`config.mk`:
```
export PLATFORM = sky130hd
export DESIGN_NAME = wpct_ram
export DESIGN_NICKNAME = d
export VERILOG_FILES = /design/src/rtl/wpct_ram.sv
export SDC_FILE = /design/constraint.sdc
export NUM_CORES = 1
export LEC_CHECK = 0
export ABC_AREA = 1
export CAP_MARGIN = 10
export CORE_MARGIN = 2
export CORE_UTILIZATION = 55
export CTS_BUF_LIST = sky130_fd_sc_hd__clkbuf_4
export CTS_CLUSTER_DIAMETER = 50
export DETAILED_ROUTE_END_ITERATION = 7
export DONT_BUFFER_PORTS = 1
export GPL_TIMING_DRIVEN = 0
export MAX_ROUTING_LAYER = met4
export PLACE_DENSITY = 0.7
export SLEW_MARGIN = 10
export SYNTH_ARGS = -nofsm -noshare
export SYNTH_HDL_FRONTEND = slang
export SYNTH_SLANG_ARGS = --single-unit
export TNS_END_PERCENT = 5
```
`constraint.sdc`:
```
create_clock -name clk -period 1.49 [get_ports clk]
set_clock_uncertainty 0.15 [all_clocks]
set_input_delay 0.149 -clock clk [delete_from_list [all_inputs] [get_ports clk]]
set_output_delay 0.149 -clock clk [all_outputs]
set_load 0.05 [all_outputs]
```
`src/rtl/wpct_ram.sv`:
```
// Generic single-write, single-read RAM with registered read data.
`default_nettype none
module wpct_ram #(
  parameter int WIDTH = 8,
  parameter int DEPTH = 8
) (
  input  wire logic                     clk,
  input  wire logic                     we,
  input  wire logic [$clog2(DEPTH)-1:0] waddr,
  input  wire logic [WIDTH-1:0]         wdata,
  input  wire logic                     re,
  input  wire logic [$clog2(DEPTH)-1:0] raddr,
  output logic [WIDTH-1:0]              rdata
);

  logic [WIDTH-1:0] mem [DEPTH];

  always_ff @(posedge clk) begin
    if (we) begin
      mem[waddr] <= wdata;
    end
    if (re) begin
      rdata <= mem[raddr];
    end
  end

endmodule
`default_nettype wire

```
==> impl_metrics.yaml <==
clocking:
  clk_pin_slew_worst_paths_ps: 100
  h_tree_depth: 3
  numClockSinks: 72
  cts_buffer_depth: 2
  cts_bufs_inserted: 9
  worstSkewPairLatency_ps: 410
  ctsResizeCount: 0
  clk_root_buffer_cell: "sky130_fd_sc_hd__clkbuf_4"
  postCtsSetupRepairBufs: 0
  tritoncts: "yes"
worst_setup_path:
  crit_path_max_fanout: 1
  worst-endpoint-arrival_ps: 1060
  worst_setup_path_startpoint: "rdata[0]"
  critical_path.startpoint_type: "register"
  setup.worst_path.end_class: "output port"
  critical_path.reg2reg.endpoint: "rdata[4]"
  worstPathRequired_ps: 1190
  worstSetupPathType: "reg2out"
  worst_r2r_startpoint: "mem[2][4]"
  reg2reg_depth: 6
  reg2reg_slack_ps: 330
sta:
  maxSlewHeadroom_pct: 38.9
  report.final.slew_viol_count: 0
  final-hold-violation-count: 0
  finalSetupViolations: 0
  min_period_over_period_pct: 90.9
  hold_worst_slack_ps: 40.7
  finalWorstSetupSlack_ps: 135
  max_slew.worst_pin.slew_ps: 914
  grt_setup_unrepaired: "false"
  fmax_mhz: 738
  setup_total_negative_slack_ps: 0
  post-route-min-period_ps: 1350
grt:
  use_met2_pct: 32.3
  grt_busiest_layer: "met2"
  grt.met1_usage_pct: 29.6
  grt_start_max_net_pins: 13
  grt_pass1_wl_um: 9290
  grt_use_total_pct: 22.1
  first_global_vias: 1840
  grt-ovfl-total: 0
  grt_antenna_before_repair: 0
  grtUsageMet3_pct: 3.85
yosys:
  synthesis.area_per_instance_um2: 10.3
  synth_most_common_cell: "sky130_fd_sc_hd__nand2_1"
  synth_fp_nets: 320
  synth-seq-area-share_pct: 69.1
  post-synth-top-area-cell: "sky130_fd_sc_hd__edfxtp_1"
  synth_top_area_share_pct: 69.1
  yosys.area_share.xor_xnor_pct: 0
  synth_top_family_by_area: "simple AND/OR/NAND/NOR gates"
  netlist_instances: 303
  yosys_most_used_dff: "sky130_fd_sc_hd__edfxtp_1"
  number_of_synthesized_flops_with_an_enable_pin: 72
  synth_commonest_cells: "sky130_fd_sc_hd__nand2_1 (110), sky130_fd_sc_hd__edfxtp_1 (72), sky130_fd_sc_hd__inv_1 (68), sky130_fd_sc_hd__nand3_1 (32), sky130_fd_sc_hd__nor2_1 (8)"
  synthesis.yosys.warnings: 0
  synth_simple_gate_area_share_pct: 19.3
  postSynth.asyncResetShare_pct: 0
  yosys_reg_bits: 72
  cell_area_after_synthesis_um2: 3130
  post_synthesis_adder_cell_area_fraction_pct: 0
  compound_cell_area_share_of_the_yosys_netlist_pct: 0
  synth.area.top_cells: "sky130_fd_sc_hd__edfxtp_1 (69%), sky130_fd_sc_hd__nand2_1 (13%), sky130_fd_sc_hd__inv_1 (8.2%)"
  synth_mux_area_share_pct: 0
  netlist-cell-type-count: 10
cells_and_area:
  post_route_cells_drive_above_1_share_pct: 8.56
  fin_nets: 340
  diodes: 0
  layout-area-overhead-vs-synth_pct: 10.6
  utilization_after_layout_pct: 62.9
  fin_area_um2: 3460
  final_cells: 399
floorplan:
  die_h_um: 79.4
  initial_core_utilization_pct: 56.9
  std_cell_rows: 27
  die_w_um: 79.4
  die-area_um2: 6310
  pin_count: 25
  floorplan.core_area_um2: 5510
place:
  placement.io_buffers: 0
  post-place-cells: 375
  routabilityCongestion: 0.850
  pre_cts_ws_ps: -19.4
  dpl_cell_area_um2: 3220
  post-dp-hpwl_um: 3540
route:
  ant_nets: 0
  detail_route.wl_per_cell_um: 14.8
  drt_pre_antenna_iters: 5
  postRouteWirelength_um: 5920
  viasPerCell: 4.79
  vias_after_detailed_routing: 1910
  drc: 0
  drtIter0Drc: 192
worst_hold_path:
  holdCritPathClass: "in2reg"
  hp-start: "raddr[2]"
  min_delay_worst_endpoint: "rdata[5]"
  whs_path_depth: 3
power:
  cellLeakagePower_nw: 1.57
  max-vdd-ir-drop_v: 0.000654
  power_dens_cells_nw_per_um2: 1150
  total_power_mw: 3.99
flow_run:
  cap_violations: 0
run_status:
  outcome: "finished clean"
metal layers:
| layer | routed length (um) | vias up |
|---|---|---|
| li1 | - | 983 |
| met1 | 2590 | 840 |
| met2 | 2810 | 77 |
| met3 | 425 | 10 |
| met4 | 97 | 0 |
| met5 | 0 | - |
worst max-delay path by stage:
stage                      to  depth (start not counted)
floorplan           mem[0][0]                          3
global placement    mem[2][7]                          3
detailed placement  mem[3][7]                          2
CTS                  rdata[0]                          0
global route         rdata[0]                          0
finish               rdata[0]                          0
timing repair:
item / 4_1_cts / 5_1_grt
hold buffers: 9 / 0
endpoints found under the setup margin: 0 / 0
endpoints found under the hold margin: 72 / 0
cell usage in the layout, fill, tap and decap left out:
cell type and instances:
sky130_fd_sc_hd__nand2_1 110, sky130_fd_sc_hd__edfxtp_1 72, sky130_fd_sc_hd__inv_1 68, sky130_fd_sc_hd__nand3_1 32, sky130_fd_sc_hd__clkbuf_4 9, sky130_fd_sc_hd__dlygate4sd3_1 9
sky130_fd_sc_hd__nor2_1 8, sky130_fd_sc_hd__buf_6 6, sky130_fd_sc_hd__buf_4 3, sky130_fd_sc_hd__buf_2 2, sky130_fd_sc_hd__bufinv_16 2, sky130_fd_sc_hd__clkinvlp_4 2
sky130_fd_sc_hd__clkinv_2 2, sky130_fd_sc_hd__inv_4 1, sky130_fd_sc_hd__inv_2 1
area by class of cell:
cell class / instances / area, um^2
Timing Repair Buffer: 9 / 90.1
Fill cell: 434 / 2040
Clock inverter: 6 / 85.1
Tap cell: 72 / 90.1
Multi-Input combinational cell: 150 / 603
Sequential cell: 72 / 2160
Inverter: 70 / 265
Clock buffer: 9 / 67.6
Buffer: 11 / 100
flip-flops by register name, summed over array words and instances (netlist names):
name and count:
mem 64, rdata 8
kinds of logic (layout without fill, tap and decap cells):
family / after synthesis / in the layout
simple gates: 150 / 150
flops: 72 / 72
buf+inv: 81 / 105
report_power, final:
| part | leakage (nW) | switching, mW | total (mW) | internal [mW] |
|---|---|---|---|---|
| logic | 0.834 | 0.190 | 0.287 | 0.0975 |
| registers | 0.661 | 0.0775 | 2.39 | 2.31 |
| clock network | 0.0778 | 0.649 | 1.31 | 0.665 |
Note: power is estimated with default switching activity, not from simulation.
